$ cat src/rtl/assert_macros.svh
// Assertion macros shared by the RTL of the scroll camera tile walker
`ifndef ASSERT_MACROS_SVH
`define ASSERT_MACROS_SVH

`ifndef SYNTH
`define ASSERT_CLK(lbl, clk, rst_n, prop) \
  lbl: assert property (@(posedge clk) disable iff (!rst_n) prop) \
    else $error("assertion failed");
`define ASSERT_CLK_MSG(lbl, clk, rst_n, prop, msg) \
  lbl: assert property (@(posedge clk) disable iff (!rst_n) prop) \
    else $error(msg);
`else
`define ASSERT_CLK(lbl, clk, rst_n, prop)
`define ASSERT_CLK_MSG(lbl, clk, rst_n, prop, msg)
`endif

`endif

$ cat src/rtl/scw_pkg.sv
// Shared constants for the scroll camera tile walker
package scw_pkg;

  localparam int COORD_BITS_DEF   = 16;
  localparam int MAP_DIM_BITS_DEF = 10;

  localparam int VIEW_BITS   = 12;
  localparam int TILE_BITS   = 8;
  localparam int MAPREG_BITS = 11;
  localparam int BOUND_BITS  = 16;
  localparam int ARG_BITS    = 17;
  localparam int INDEX_BITS  = 20;
  localparam int SCREEN_BITS = 13;
  localparam int CMD_BITS    = 2;

  localparam int IN_TDATA_BITS  = 40;
  localparam int OUT_TDATA_BITS = 48;

  localparam int CFG_IDX_BITS  = 3;
  localparam int CFG_DATA_BITS = 16;

  localparam logic [CMD_BITS-1:0] CMD_PAN  = 2'd0;
  localparam logic [CMD_BITS-1:0] CMD_JUMP = 2'd1;
  localparam logic [CMD_BITS-1:0] CMD_NEXT = 2'd2;

  localparam logic [CFG_IDX_BITS-1:0] REG_VIEW_W  = 3'd0;
  localparam logic [CFG_IDX_BITS-1:0] REG_VIEW_H  = 3'd1;
  localparam logic [CFG_IDX_BITS-1:0] REG_TILE_W  = 3'd2;
  localparam logic [CFG_IDX_BITS-1:0] REG_TILE_H  = 3'd3;
  localparam logic [CFG_IDX_BITS-1:0] REG_MAP_COL = 3'd4;
  localparam logic [CFG_IDX_BITS-1:0] REG_MAP_ROW = 3'd5;
  localparam logic [CFG_IDX_BITS-1:0] REG_BOUND_W = 3'd6;
  localparam logic [CFG_IDX_BITS-1:0] REG_BOUND_H = 3'd7;

  localparam logic [VIEW_BITS-1:0]   RST_VIEW_W  = 12'd320;
  localparam logic [VIEW_BITS-1:0]   RST_VIEW_H  = 12'd240;
  localparam logic [TILE_BITS-1:0]   RST_TILE_W  = 8'd16;
  localparam logic [TILE_BITS-1:0]   RST_TILE_H  = 8'd16;
  localparam logic [MAPREG_BITS-1:0] RST_MAP_COL = 11'd64;
  localparam logic [MAPREG_BITS-1:0] RST_MAP_ROW = 11'd64;

endpackage

$ cat src/rtl/scw_div.sv
// Restoring divider, one quotient bit per cycle
module scw_div #(
  parameter int DIVIDEND_BITS = scw_pkg::COORD_BITS_DEF + 1,
  parameter int DIVISOR_BITS  = scw_pkg::TILE_BITS
) (
  input  logic                     clk,
  input  logic                     rst_n,
  input  logic                     start,
  input  logic [DIVIDEND_BITS-1:0] dividend,
  input  logic [DIVISOR_BITS-1:0]  divisor,
  output logic                     done,
  output logic [DIVIDEND_BITS-1:0] quotient
);

  localparam int CNTW = $clog2(DIVIDEND_BITS + 1);

  logic                     busy_r, busy_nxt;
  logic                     done_r, done_nxt;
  logic [CNTW-1:0]          cnt_r, cnt_nxt;
  logic [DIVISOR_BITS-1:0]  rem_r, rem_nxt;
  logic [DIVISOR_BITS-1:0]  dvs_r, dvs_nxt;
  logic [DIVIDEND_BITS-1:0] quo_r, quo_nxt;

  logic [DIVISOR_BITS:0]    trial;
  logic [DIVISOR_BITS:0]    diff;
  logic                     ge;

  assign trial = {rem_r, quo_r[DIVIDEND_BITS-1]};
  assign ge    = trial >= {1'b0, dvs_r};
  assign diff  = trial - {1'b0, dvs_r};

  always_comb begin
    busy_nxt = busy_r;
    done_nxt = 1'b0;
    cnt_nxt  = cnt_r;
    rem_nxt  = rem_r;
    dvs_nxt  = dvs_r;
    quo_nxt  = quo_r;
    if (start) begin
      busy_nxt = 1'b1;
      cnt_nxt  = CNTW'(DIVIDEND_BITS);
      rem_nxt  = '0;
      dvs_nxt  = divisor;
      quo_nxt  = dividend;
    end else if (busy_r) begin
      rem_nxt = ge ? diff[DIVISOR_BITS-1:0] : trial[DIVISOR_BITS-1:0];
      quo_nxt = {quo_r[DIVIDEND_BITS-2:0], ge};
      cnt_nxt = cnt_r - CNTW'(1);
      if (cnt_r == CNTW'(1)) begin
        busy_nxt = 1'b0;
        done_nxt = 1'b1;
      end
    end
  end

  always_ff @(posedge clk) begin
    if (!rst_n) begin
      busy_r <= 1'b0;
      done_r <= 1'b0;
      cnt_r  <= '0;
    end else begin
      busy_r <= busy_nxt;
      done_r <= done_nxt;
      cnt_r  <= cnt_nxt;
    end
    rem_r <= rem_nxt;
    dvs_r <= dvs_nxt;
    quo_r <= quo_nxt;
  end

  assign done     = done_r;
  assign quotient = quo_r;

endmodule

$ cat src/rtl/scroll_camera_tile_walker.sv
// Scroll camera tile walker: top level, command sequencer and camera/walk state
//
// Input stream: one command per transfer; in_tuser carries the command (pan, jump,
// next tile), in_tdata the x and y arguments. Output stream: exactly one result per
// command; out_tuser flags a visible tile, out_tlast marks the last tile of a walk
// (or an empty walk). Configuration registers are written through cfg_wr_en /
// cfg_index / cfg_wdata; the user must do so only while the block is idle, as the
// block itself does not enforce it. Pan, jump and unknown commands go straight to
// the output stage; a next tile within a walk makes three passes through the shared
// multiplier, then the result stage. A next tile that starts a walk first runs four
// divisions through the shared bit-serial divider.
// The result sits in an output register; a new command is taken while it waits.
// If the receiver stalls, the next result is held in the sequencer until the
// output register frees, and no further command is taken meanwhile.
// Reset (synchronous, rst_n low) restores the register defaults, puts the camera
// at zero, ends any walk and empties the output register.
`include "assert_macros.svh"

module scroll_camera_tile_walker #(
  parameter int COORD_BITS   = scw_pkg::COORD_BITS_DEF,
  parameter int MAP_DIM_BITS = scw_pkg::MAP_DIM_BITS_DEF
) (
  input  logic                                 clk,
  input  logic                                 rst_n,
  // tdata: arg_x[16:0], arg_y[33:17], zero pad [39:34]
  input  logic [scw_pkg::IN_TDATA_BITS-1:0]    in_tdata,
  // tuser: cmd[1:0]
  input  logic [scw_pkg::CMD_BITS-1:0]         in_tuser,
  input  logic                                 in_tvalid,
  output logic                                 in_tready,
  // tdata: pan_blocked[1:0], map_index[21:2], screen_x[34:22], screen_y[47:35]
  output logic [scw_pkg::OUT_TDATA_BITS-1:0]   out_tdata,
  // tuser: tile_valid
  output logic                                 out_tuser,
  output logic                                 out_tlast,
  output logic                                 out_tvalid,
  input  logic                                 out_tready,
  input  logic                                 cfg_wr_en,
  input  logic [scw_pkg::CFG_IDX_BITS-1:0]     cfg_index,
  input  logic [scw_pkg::CFG_DATA_BITS-1:0]    cfg_wdata
);

  localparam int CB  = COORD_BITS;
  localparam int MDB = MAP_DIM_BITS;
  localparam int AB  = scw_pkg::ARG_BITS;
  localparam int PW  = (CB > AB ? CB : AB) + 2;
  localparam int DW  = (CB > scw_pkg::VIEW_BITS ? CB : scw_pkg::VIEW_BITS) + 1;
  localparam int KW0 = (DW > MDB + 2) ? DW : MDB + 2;
  localparam int KW  = (KW0 > 12) ? KW0 : 12;
  localparam int MW  = MDB + scw_pkg::MAPREG_BITS;
  localparam int EW0 = (MW > scw_pkg::INDEX_BITS) ? MW : scw_pkg::INDEX_BITS;
  localparam int EW  = ((EW0 > CB) ? EW0 : CB) + 1;
  localparam int TB  = scw_pkg::TILE_BITS;
  localparam int SB  = scw_pkg::SCREEN_BITS;
  localparam int IB  = scw_pkg::INDEX_BITS;

  localparam logic [KW-1:0] DIM_LIM = KW'(1) << MDB;

  localparam logic [3:0] ST_IDLE     = 4'd0;
  localparam logic [3:0] ST_DIV_GO   = 4'd1;
  localparam logic [3:0] ST_DIV_WAIT = 4'd2;
  localparam logic [3:0] ST_CHK      = 4'd3;
  localparam logic [3:0] ST_MUL_IDX  = 4'd4;
  localparam logic [3:0] ST_MUL_X    = 4'd5;
  localparam logic [3:0] ST_MUL_Y    = 4'd6;
  localparam logic [3:0] ST_FIN      = 4'd7;
  localparam logic [3:0] ST_EMIT     = 4'd8;

  // configuration
  logic [scw_pkg::VIEW_BITS-1:0]   view_w_r, view_h_r;
  logic [TB-1:0]                   tile_w_r, tile_h_r;
  logic [scw_pkg::MAPREG_BITS-1:0] map_cols_r, map_rows_r;
  logic [scw_pkg::BOUND_BITS-1:0]  bound_w_r, bound_h_r;

  // camera and walk
  logic [CB-1:0]  cam_x_r, cam_x_nxt, cam_y_r, cam_y_nxt;
  logic           walk_active_r, walk_active_nxt;
  logic [MDB-1:0] cur_row_r, cur_row_nxt, cur_col_r, cur_col_nxt;
  logic [MDB-1:0] first_col_r, first_col_nxt, last_col_r, last_col_nxt;
  logic [MDB-1:0] last_row_r, last_row_nxt;

  // sequencer
  logic [3:0]     state_r, state_nxt;
  logic [1:0]     div_sel_r, div_sel_nxt;
  logic [DW-1:0]  r0_r, r0_nxt, r1_r, r1_nxt, c0_r, c0_nxt, c1_r, c1_nxt;
  logic [MW-1:0]  mul_r, mul_nxt;

  // result staging and output register
  logic [1:0]     res_blk_r, res_blk_nxt;
  logic           res_valid_r, res_valid_nxt;
  logic [IB-1:0]  res_idx_r, res_idx_nxt;
  logic [SB-1:0]  res_sx_r, res_sx_nxt, res_sy_r, res_sy_nxt;
  logic           res_last_r, res_last_nxt;
  logic           out_valid_r, out_valid_nxt;
  logic [scw_pkg::OUT_TDATA_BITS-1:0] out_data_r, out_data_nxt;
  logic           out_user_r, out_user_nxt, out_last_r, out_last_nxt;

  logic           in_acc;
  logic [AB-1:0]  arg_x, arg_y;
  logic [TB-1:0]  tw_eff, th_eff;

  // pan / jump arithmetic
  logic signed [PW-1:0] px, py;
  logic [PW-1:0]        ax_ext, ay_ext, pxv, pyv;
  logic                 x_ok, y_ok;
  logic [CB-1:0]        jx, jy;

  // divider port
  logic           div_start, div_done;
  logic [DW-1:0]  div_dividend, div_quot;
  logic [TB-1:0]  div_divisor;

  // walk start and tile arithmetic
  logic [KW-1:0]  rows_k, cols_k, r0_k, c0_k, r1_k, c1_k, r1_c, c1_c;
  logic           walk_empty;
  logic [MDB-1:0] mul_a;
  logic [scw_pkg::MAPREG_BITS-1:0] mul_b;
  logic [EW-1:0]  idx_sum, sx_diff, sy_diff;
  logic           tile_fin;

  assign in_tready = (state_r == ST_IDLE);
  assign in_acc    = in_tvalid && in_tready;
  assign arg_x     = in_tdata[AB-1:0];
  assign arg_y     = in_tdata[2*AB-1:AB];
  assign tw_eff    = (tile_w_r == '0) ? TB'(1) : tile_w_r;
  assign th_eff    = (tile_h_r == '0) ? TB'(1) : tile_h_r;

  assign ax_ext = {{(PW-AB){arg_x[AB-1]}}, arg_x};
  assign ay_ext = {{(PW-AB){arg_y[AB-1]}}, arg_y};
  assign px     = $signed({{(PW-CB){1'b0}}, cam_x_r}) + $signed(ax_ext);
  assign py     = $signed({{(PW-CB){1'b0}}, cam_y_r}) + $signed(ay_ext);
  assign pxv    = $unsigned(px) + PW'(view_w_r);
  assign pyv    = $unsigned(py) + PW'(view_h_r);
  assign x_ok   = !px[PW-1] && (pxv < PW'(bound_w_r)) && (px[PW-2:CB] == '0);
  assign y_ok   = !py[PW-1] && (pyv < PW'(bound_h_r)) && (py[PW-2:CB] == '0);
  assign jx     = ax_ext[PW-1] ? '0 : ((ax_ext[PW-2:CB] != '0) ? '1 : ax_ext[CB-1:0]);
  assign jy     = ay_ext[PW-1] ? '0 : ((ay_ext[PW-2:CB] != '0) ? '1 : ay_ext[CB-1:0]);

  always_comb begin
    case (div_sel_r)
      2'd0: begin
        div_dividend = DW'(cam_y_r);
        div_divisor  = th_eff;
      end
      2'd1: begin
        div_dividend = DW'(cam_y_r) + DW'(view_h_r);
        div_divisor  = th_eff;
      end
      2'd2: begin
        div_dividend = DW'(cam_x_r);
        div_divisor  = tw_eff;
      end
      default: begin
        div_dividend = DW'(cam_x_r) + DW'(view_w_r);
        div_divisor  = tw_eff;
      end
    endcase
  end

  assign div_start = (state_r == ST_DIV_GO);

  scw_div #(
    .DIVIDEND_BITS (DW),
    .DIVISOR_BITS  (TB)
  ) u_div (
    .clk      (clk),
    .rst_n    (rst_n),
    .start    (div_start),
    .dividend (div_dividend),
    .divisor  (div_divisor),
    .done     (div_done),
    .quotient (div_quot)
  );

  // walk bounds, clipped to the map
  assign rows_k     = (KW'(map_rows_r) > DIM_LIM) ? DIM_LIM : KW'(map_rows_r);
  assign cols_k     = (KW'(map_cols_r) > DIM_LIM) ? DIM_LIM : KW'(map_cols_r);
  assign r0_k       = KW'(r0_r);
  assign c0_k       = KW'(c0_r);
  assign r1_k       = KW'(r1_r);
  assign c1_k       = KW'(c1_r);
  assign r1_c       = (r1_k > rows_k - KW'(1)) ? rows_k - KW'(1) : r1_k;
  assign c1_c       = (c1_k > cols_k - KW'(1)) ? cols_k - KW'(1) : c1_k;
  assign walk_empty = (rows_k == '0) || (cols_k == '0) || (r0_k >= rows_k) ||
                      (c0_k >= cols_k);

  // shared multiplier operands
  always_comb begin
    case (state_r)
      ST_MUL_X: begin
        mul_a = cur_col_r;
        mul_b = scw_pkg::MAPREG_BITS'(tw_eff);
      end
      ST_MUL_Y: begin
        mul_a = cur_row_r;
        mul_b = scw_pkg::MAPREG_BITS'(th_eff);
      end
      default: begin
        mul_a = cur_row_r;
        mul_b = map_cols_r;
      end
    endcase
  end

  assign mul_nxt  = MW'(mul_a) * MW'(mul_b);
  assign idx_sum  = EW'(mul_r) + EW'(cur_col_r);
  assign sx_diff  = EW'(mul_r) - EW'(cam_x_r);
  assign sy_diff  = EW'(mul_r) - EW'(cam_y_r);
  assign tile_fin = (cur_row_r >= last_row_r) && (cur_col_r >= last_col_r);

  always_comb begin
    state_nxt       = state_r;
    div_sel_nxt     = div_sel_r;
    cam_x_nxt       = cam_x_r;
    cam_y_nxt       = cam_y_r;
    walk_active_nxt = walk_active_r;
    cur_row_nxt     = cur_row_r;
    cur_col_nxt     = cur_col_r;
    first_col_nxt   = first_col_r;
    last_col_nxt    = last_col_r;
    last_row_nxt    = last_row_r;
    r0_nxt          = r0_r;
    r1_nxt          = r1_r;
    c0_nxt          = c0_r;
    c1_nxt          = c1_r;
    res_blk_nxt     = res_blk_r;
    res_valid_nxt   = res_valid_r;
    res_idx_nxt     = res_idx_r;
    res_sx_nxt      = res_sx_r;
    res_sy_nxt      = res_sy_r;
    res_last_nxt    = res_last_r;
    out_valid_nxt   = out_valid_r && !out_tready;
    out_data_nxt    = out_data_r;
    out_user_nxt    = out_user_r;
    out_last_nxt    = out_last_r;

    case (state_r)
      ST_IDLE: begin
        if (in_acc) begin
          res_blk_nxt   = 2'b00;
          res_valid_nxt = 1'b0;
          res_idx_nxt   = '0;
          res_sx_nxt    = '0;
          res_sy_nxt    = '0;
          res_last_nxt  = 1'b0;
          state_nxt     = ST_EMIT;
          case (in_tuser)
            scw_pkg::CMD_PAN: begin
              if (x_ok) cam_x_nxt = px[CB-1:0];
              if (y_ok) cam_y_nxt = py[CB-1:0];
              res_blk_nxt     = {!y_ok, !x_ok};
              walk_active_nxt = 1'b0;
            end
            scw_pkg::CMD_JUMP: begin
              cam_x_nxt       = jx;
              cam_y_nxt       = jy;
              walk_active_nxt = 1'b0;
            end
            scw_pkg::CMD_NEXT: begin
              if (walk_active_r) begin
                state_nxt = ST_MUL_IDX;
              end else begin
                div_sel_nxt = 2'd0;
                state_nxt   = ST_DIV_GO;
              end
            end
            default: ;
          endcase
        end
      end
      ST_DIV_GO: begin
        state_nxt = ST_DIV_WAIT;
      end
      ST_DIV_WAIT: begin
        if (div_done) begin
          case (div_sel_r)
            2'd0:    r0_nxt = div_quot;
            2'd1:    r1_nxt = div_quot;
            2'd2:    c0_nxt = div_quot;
            default: c1_nxt = div_quot;
          endcase
          div_sel_nxt = div_sel_r + 2'd1;
          state_nxt   = (div_sel_r == 2'd3) ? ST_CHK : ST_DIV_GO;
        end
      end
      ST_CHK: begin
        if (walk_empty) begin
          res_last_nxt = 1'b1;
          state_nxt    = ST_EMIT;
        end else begin
          cur_row_nxt     = r0_k[MDB-1:0];
          cur_col_nxt     = c0_k[MDB-1:0];
          first_col_nxt   = c0_k[MDB-1:0];
          last_col_nxt    = c1_c[MDB-1:0];
          last_row_nxt    = r1_c[MDB-1:0];
          walk_active_nxt = 1'b1;
          state_nxt       = ST_MUL_IDX;
        end
      end
      ST_MUL_IDX: begin
        state_nxt = ST_MUL_X;
      end
      ST_MUL_X: begin
        res_idx_nxt = idx_sum[IB-1:0];
        state_nxt   = ST_MUL_Y;
      end
      ST_MUL_Y: begin
        res_sx_nxt = sx_diff[SB-1:0];
        state_nxt  = ST_FIN;
      end
      ST_FIN: begin
        res_sy_nxt    = sy_diff[SB-1:0];
        res_valid_nxt = 1'b1;
        res_last_nxt  = tile_fin;
        if (tile_fin) begin
          walk_active_nxt = 1'b0;
        end else if (cur_col_r >= last_col_r) begin
          cur_col_nxt = first_col_r;
          cur_row_nxt = cur_row_r + MDB'(1);
        end else begin
          cur_col_nxt = cur_col_r + MDB'(1);
        end
        state_nxt = ST_EMIT;
      end
      ST_EMIT: begin
        if (!out_valid_r || out_tready) begin
          out_valid_nxt = 1'b1;
          out_data_nxt  = {res_sy_r, res_sx_r, res_idx_r, res_blk_r};
          out_user_nxt  = res_valid_r;
          out_last_nxt  = res_last_r;
          state_nxt     = ST_IDLE;
        end
      end
      default: begin
        state_nxt = ST_IDLE;
      end
    endcase
  end

  always_ff @(posedge clk) begin
    if (!rst_n) begin
      view_w_r   <= scw_pkg::RST_VIEW_W;
      view_h_r   <= scw_pkg::RST_VIEW_H;
      tile_w_r   <= scw_pkg::RST_TILE_W;
      tile_h_r   <= scw_pkg::RST_TILE_H;
      map_cols_r <= scw_pkg::RST_MAP_COL;
      map_rows_r <= scw_pkg::RST_MAP_ROW;
      bound_w_r  <= '0;
      bound_h_r  <= '0;
    end else if (cfg_wr_en) begin
      case (cfg_index)
        scw_pkg::REG_VIEW_W:  view_w_r   <= cfg_wdata[scw_pkg::VIEW_BITS-1:0];
        scw_pkg::REG_VIEW_H:  view_h_r   <= cfg_wdata[scw_pkg::VIEW_BITS-1:0];
        scw_pkg::REG_TILE_W:  tile_w_r   <= cfg_wdata[TB-1:0];
        scw_pkg::REG_TILE_H:  tile_h_r   <= cfg_wdata[TB-1:0];
        scw_pkg::REG_MAP_COL: map_cols_r <= cfg_wdata[scw_pkg::MAPREG_BITS-1:0];
        scw_pkg::REG_MAP_ROW: map_rows_r <= cfg_wdata[scw_pkg::MAPREG_BITS-1:0];
        scw_pkg::REG_BOUND_W: bound_w_r  <= cfg_wdata[scw_pkg::BOUND_BITS-1:0];
        scw_pkg::REG_BOUND_H: bound_h_r  <= cfg_wdata[scw_pkg::BOUND_BITS-1:0];
        default: ;
      endcase
    end
  end

  always_ff @(posedge clk) begin
    if (!rst_n) begin
      state_r       <= ST_IDLE;
      div_sel_r     <= 2'd0;
      cam_x_r       <= '0;
      cam_y_r       <= '0;
      walk_active_r <= 1'b0;
      cur_row_r     <= '0;
      cur_col_r     <= '0;
      first_col_r   <= '0;
      last_col_r    <= '0;
      last_row_r    <= '0;
      out_valid_r   <= 1'b0;
    end else begin
      state_r       <= state_nxt;
      div_sel_r     <= div_sel_nxt;
      cam_x_r       <= cam_x_nxt;
      cam_y_r       <= cam_y_nxt;
      walk_active_r <= walk_active_nxt;
      cur_row_r     <= cur_row_nxt;
      cur_col_r     <= cur_col_nxt;
      first_col_r   <= first_col_nxt;
      last_col_r    <= last_col_nxt;
      last_row_r    <= last_row_nxt;
      out_valid_r   <= out_valid_nxt;
    end
    r0_r        <= r0_nxt;
    r1_r        <= r1_nxt;
    c0_r        <= c0_nxt;
    c1_r        <= c1_nxt;
    mul_r       <= mul_nxt;
    res_blk_r   <= res_blk_nxt;
    res_valid_r <= res_valid_nxt;
    res_idx_r   <= res_idx_nxt;
    res_sx_r    <= res_sx_nxt;
    res_sy_r    <= res_sy_nxt;
    res_last_r  <= res_last_nxt;
    out_data_r  <= out_data_nxt;
    out_user_r  <= out_user_nxt;
    out_last_r  <= out_last_nxt;
  end

  assign out_tvalid = out_valid_r;
  assign out_tdata  = out_data_r;
  assign out_tuser  = out_user_r;
  assign out_tlast  = out_last_r;

  `ASSERT_CLK(a_row_in_walk, clk, rst_n, walk_active_r |-> (cur_row_r <= last_row_r))
  `ASSERT_CLK(a_col_in_walk, clk, rst_n, walk_active_r |-> ((cur_col_r >= first_col_r) && (cur_col_r <= last_col_r)))
  `ASSERT_CLK(a_busy_after_take, clk, rst_n, (in_tvalid && in_tready) |=> !in_tready)
  `ASSERT_CLK_MSG(a_div_done_wait, clk, rst_n, div_done |-> (state_r == ST_DIV_WAIT), "divider finished outside its wait state")

endmodule
$ cat config.mk
export PLATFORM = sky130hd
export DESIGN_NAME = scroll_camera_tile_walker
export DESIGN_NICKNAME = d
export VERILOG_FILES = /design/src/rtl/scw_pkg.sv /design/src/rtl/scw_div.sv /design/src/rtl/scroll_camera_tile_walker.sv
export VERILOG_INCLUDE_DIRS = /design/src /design/src/rtl
export SDC_FILE = /design/constraint.sdc
export NUM_CORES = 1
export LEC_CHECK = 0
export ABC_AREA = 0
export BUFFER_PORTS_ARGS = -buffer_cell sky130_fd_sc_hd__buf_4
export CORE_ASPECT_RATIO = 0.7
export CORE_UTILIZATION = 40
export DETAILED_ROUTE_END_ITERATION = 6
export GPL_TIMING_DRIVEN = 1
export PLACE_DENSITY = 0.6
export SLEW_MARGIN = 30
export SYNTH_ARGS = -nofsm -noshare
export SYNTH_HDL_FRONTEND = slang
export SYNTH_HIERARCHICAL = 1
export SYNTH_SLANG_ARGS = --single-unit
$ cat constraint.sdc
create_clock -name clk -period 6.95 [get_ports clk]
set_input_delay 1.39 -clock clk [delete_from_list [all_inputs] [get_ports clk]]
set_output_delay 1.39 -clock clk [all_outputs]
set_load 0.02 [all_outputs]
## Word level (Yosys, flattened, before mapping)

Index checks and enable logic that the tools add are counted.

- Add/sub/neg operators: 16
- Multipliers: 1
- Div/mod/pow operators: 0
- Magnitude comparators: 11
- Eq/ne operators: 34
- Shifts and indexed selects: 0
- Muxes and demuxes: 62
- Bitwise logic cells: 4
- Reduce and logical (&&, ||, !) cells: 66

Operators by type and width:

| cell | number |
|---|---|
| two-way mux 10 bit | 9 |
| two-way mux 16 bit | 4 |
| one-hot mux 16 bit (2 select lines) | 2 |
| one-hot mux 13 bit (2 select lines) | 2 |
| one-hot mux 17 bit (3 select lines) | 1 |
| one-hot mux 10 bit (2 select lines) | 2 |
| one-hot mux 20 bit (2 select lines) | 1 |
| adder 18 x 13 -> 19 bit | 2 |
| < comparator 19 x 16 -> 1 bit | 2 |
| adder 17 x 17 -> 18 bit | 2 |
| one-hot mux 4 bit (9 select lines) | 1 |
| adder 16 x 12 -> 17 bit | 2 |
| >= comparator 17 x 11 -> 1 bit | 2 |
| greater-than comparator 17 bit | 2 |
| logical NOT 17 bit | 2 |
| two-way mux 17 bit | 2 |
| two-way mux 8 bit | 4 |
| AND reduction 2 bit | 14 |
| subtractor 13 bit | 2 |
| subtractor 11 x 1 -> 12 bit (second input constant) | 2 |
| greater-than comparator 11 bit (second input constant) | 2 |
| two-way mux 11 bit | 2 |
| one-hot mux 11 bit (2 select lines) | 1 |
| AND reduction 3 bit | 7 |
| 44 further kinds | 122 |

- Flip-flop bits (word level): 412
- Bits in latches: 0
- Memory bits (writable): 0
- Bits in read-only memories: 0
- Input port bits: 66
- Output and inout bits: 52
- Logic and storage cells: 234
- Memories kept: 0

## Depth between registers and ports, before layout

- Depth in word-level cells: 8
- Gate-level depth with buffers: 28
- Mapped depth without buffers: 25

## By module

Netlist, hierarchy kept.

Modules (own cells, without submodules):

| module | times used | cells an instance | area an instance (um^2) |
|---|---|---|---|
| scroll_camera_tile_walker | 1 | 3006 | 26695.6 |
| scw_div | 1 | 188 | 2084.5 |

## Worst setup path before layout

No wires, ideal clock.

- Kind: register -> register
- Start point: register state_r[3]
- End point: register mul_r[18]
- Data arrival time: 6.512 ns
- Required time: 6.878 ns
- Path slack: 0.366 ns
- Stages on the path, launching flop included: 24
- Buffers on the path: 4
- Clock period less this slack: 6.584 ns
- Cell sequence: dfxtp_1 > clkbuf_1 > nor2b_1 > clkbuf_1 > nand2_1 > clkbuf_1 > clkbuf_1 > mux2i_1 > nor2_1 > fa_1 > fa_1 > fa_1 > fa_1 > inv_1 > fa_1 > inv_1 > ha_1 > and2_1 > a22o_1 > a311oi_1 > nor3_1 > or3b_2 > a21oi_1 > xnor2_1

- Longest elaborated chain between the ends: 3
- Elaborated cells between the ends (all ways): 5

RTL lines:

| item | line | source |
|---|---|---|
| from (decl) | scroll_camera_tile_walker.sv:83 | `logic [3:0] state_r, state_nxt;` |
| from (signal assigned) | scroll_camera_tile_walker.sv:379 | `state_r <= state_nxt;` |
| equality test 4 x 3 -> 1 bit | scroll_camera_tile_walker.sv:189 | `case (state_r)` |
| one-hot mux 11 bit (2 select lines) / two-way mux 10 bit (equally long branches) | scroll_camera_tile_walker.sv:189 |  |
| multiplier 10 x 11 -> 20 bit * | scroll_camera_tile_walker.sv:205 | `assign mul_nxt = MW'(mul_a) * MW'(mul_b);` |
| named net mul_nxt[18] | scroll_camera_tile_walker.sv:86 | `logic [MW-1:0] mul_r, mul_nxt;` |
| to (signal assigned) | scroll_camera_tile_walker.sv:395 | `mul_r <= mul_nxt;` |
| to (decl) | scroll_camera_tile_walker.sv:86 |  |

The timed path passes the listed nets; every way through them passes the cells marked *.
A chain may end at the register's enable or synchronous reset.

## Worst setup path after layout

- Start point: register state_r[3]
- End point: register mul_r[19]

The elaborated chain is that of the path after synthesis.

==> flow_summary.yaml <==
outcome:
  status: "completed"
grt:
  grt_max_degree: 84
  overflow: 0
  grt_antenna_before_repair: 5
  grt_pass1_vias: 21900
  grt_pass1_wl_um: 136000
  track_usage: 0.247
finish:
  drive_above_1_share: 0.115
  layout.nets: 3747
  n_antenna_cell: 0
  syn_to_final_growth_pct: 12.9
  final_common_cell: "nand2_1"
  final_cell_mix: "432 x nand2_1, 293 x ha_1, 290 x a21oi_1, 233 x inv_1, 228 x nor2_1"
  utilization: 0.461
setup_path:
  worst_setup_path_start_kind: "register"
  r2r_slack_ps: 370
  slowest_stage: "fa_1"
  critical_path_depth: 23
  worstPathCellList: "nor2b_1, buf_4, nand2_1, o22ai_1, nand2_1, o221ai_1, buf_4, nor2_1, fa_1, fa_1, fa_1, fa_1, inv_1, fa_1, inv_1, ha_1, and2_1, a22o_1, o21bai_1, o21bai_1, o21ai_0, o41ai_1, xnor2_1"
  reg2regPathDepth: 23
  cp.buffers_inverters: 4
  r2r_start: "state_r[3]"
  criticalPathCategory: "register to register"
  worstReg2RegEnd: "mul_r[19]"
  arrival_ps: 7070
  critPathCaptureType: "register"
  max_stage_delay_ps: 540
  crit_path_max_fanout: 10
  cp_common_cell: "fa_1"
  crit_family: "adder cells"
  worstSetupStartpoint: "state_r[3]"
  endpoint: "mul_r[19]"
  worstPathRequired_ps: 7450
timing:
  finalSetupTns_ps: 0
  fmaxAchievable_mhz: 152
  finalSetupViolCount: 0
  period_share: 0.946
  period_needed_ps: 6580
  hold_violations: 0
  rsz0062_at_grt: "no"
  maxSlewViolCount: 0
  finalClockSkew_ps: 25.4
  timing.hold.ws_ps: 417
  relSlewSlack: 0.346
  worstMarginPinSlew_ps: 981
job:
  max_cap_viol_count: 0
route:
  drc: 0
  vias: 24000
  drtPass1Iterations: 5
  first_iter_violations: 2682
  post_drt_wl_per_cell_um: 20.9
  antenna_left: 0
  wl_um: 89900
  viasPerCell: 5.58
floorplan:
  start_util: 0.408
  fp.dieW_um: 323
  dieArea_um2: 73000
  die_y_um: 226
  rows: 81
  core-area_um2: 70500
  ios: 118
clocking:
  path_clk_slew_ps: 70
  cts.sinks: 412
  cts_setup_buffers: 0
  clk-insertion-delay-late_ps: 600
  tritoncts: "built"
  numCtsBuffers: 44
  cts-root-buf: "clkbuf_16"
  cts_max_level: 2
  clockBufferDepth: 3
yosys:
  ys_top_cells_by_area: "edfxtp_1 20%, dfxtp_1 15%, ha_1 13%"
  seq_area_frac_synth: 0.354
  synth_edf_count: 193
  synth_xor_area_frac: 0.0396
  synth_top_area_share: 0.201
  yosys.area_share.simple: 0.179
  synth_area_um2: 28800
  synthAdderAreaFrac: 0.182
  synth-async-reset-ratio: 0
  synth_compound_area_frac: 0.176
  synth_cells: 3194
  ys_types: 90
  syn-num-nets: 3632
  ys_seq_elements: 412
  synth_mux_area_frac: 0.0201
  yosys.area.top_type: "edfxtp_1"
  yosysWarnings: 6
  avgSynthCellArea_um2: 9.01
  synthFlopType: "dfxtp_1"
  synth_top_family_by_area: "adder cells"
pwr:
  p_sw_mw: 2.15
  p_per_area_nw_per_um2: 212
  leakage_nw: 13.3
  comb_power_share: 0.237
  ir_drop_uv: 200
  p_int_mw: 4.73
  switching_share: 0.313
  clock_power_share: 0.355
  pwr-share-seq: 0.408
placed_design:
  io_buffer_count: 111
  gp_congestion: 0.966
  dp_hpwl_um: 69600
worst_hold_path:
  hold_class: "register to register"
## layout make-up
type	count	area (µm²)
Clock buffer	54	1200
Clock inverter	27	272
Fill cell	6925	38000
Inverter	238	896
Multi-Input combinational cell	2414	17200
Sequential cell	412	10200
Tap cell	954	1190
Timing Repair Buffer	199	1520
## kinds of logic (layout without fill, tap and decap cells)
family / count (synthesis) / after routing
AO/OA/AOI/OAI: 762 / 762
XOR/XNOR: 130 / 130
adder cells (fa/ha/maj): 372 / 372
buffers and inverters: 368 / 518
flip-flops: 412 / 412
multiplexers: 54 / 54
AND/OR/NAND/NOR: 1096 / 1096
## stage by stage
stage	cells	total power, mW	area, µm²	setup slack, ps
after floorplan	3194	3.93	28800	366
after global placement	4217	4.44	31000	200
after detailed placement	4217	4.45	31000	132
after CTS	4298	6.90	32500	341
after global routing	4298	7.20	32500	49.0
final	4298	6.88	32500	375
## power by group through the flow
stage	Clock [mW]	Combinational, mW	Sequential (mW)
finish	2.44	1.63	2.81
global route	2.59	1.79	2.82
CTS	2.49	1.60	2.80
detailed placement	0	1.59	2.86
global placement	0	1.59	2.85
floorplan	0	1.10	2.82
## registers in the layout, indices dropped and copies added (netlist names), 17 cells and up
signal          count
out_tdata          48
r1_k               17
mul_r              20
r0_k               17
u_div/quotient     17
c1_k               17
res_idx_r          20
c0_k               17
## what timing repair did
action | in CTS | in global routing
gates resized for setup | 0 | 1
endpoints found under the hold margin | 0 | 0
hold buffers | 0 | 0
setup endpoints to repair | 0 | 1
## worst min-delay path by stage
| stage | slack, ps | cells past startpoint | start | endpoint |
|---|---|---|---|---|
| floorplan | 400 | 0 | res_blk_r[0] | out_tdata[0] |
| global placement | 400 | 0 | res_sx_r[8] | out_tdata[30] |
| detailed placement | 400 | 0 | res_idx_r[11] | out_tdata[13] |
| CTS | 420 | 0 | res_sy_r[11] | out_tdata[46] |
| global route | 420 | 0 | res_idx_r[11] | out_tdata[13] |
| finish | 420 | 0 | res_idx_r[11] | out_tdata[13] |
## synth_stat cells, drive strengths merged (7+ instances only)
master and n:
nor3 81, nand3b 9, nand4 18, nand2 432, and2 21, a21boi 14
nor2b 38, a211oi 26, o32ai 8, a22oi 9, a21oi 299, clkbuf 103
nand3 69, nor3b 19, and4 10, a221o 16, inv 235, dfxtp 219
ha 293, mux2i 23, o21ai 110, xnor2 88, nor4 27, o21bai 16
a211o 14, a31oi 13, or2 16, o41ai 7, a21o 53, o22ai 15
or3 21, o211ai 25, nand2b 49, xor2 42, fa 79, mux2 31
a311oi 31, edfxtp 193, o21a 34, and3 46, buf 27, a31o 7
nor2 231, o31ai 16
## worst reg2reg max path: cells and delay by family, from the launching register on
family,cells,cell delay [ps]
buffers and inverters,4,540
XOR/XNOR,1,230
AND/OR/NAND/NOR,5,920
flip-flops,1,360
adder cells (fa/ha/maj),6,2960
AO/OA/AOI/OAI,7,1460
## layer usage
layer,global-route usage,vias to the layer above,share of wire
met1,0.404,11400,0.52
met2,0.314,896,0.36
met4,0.0464,0,0.016
met5,0,-,0
li1,-,11600,-
met3,0.0614,77,0.10
No activity file was read; power rests on OpenSTA's default activity.
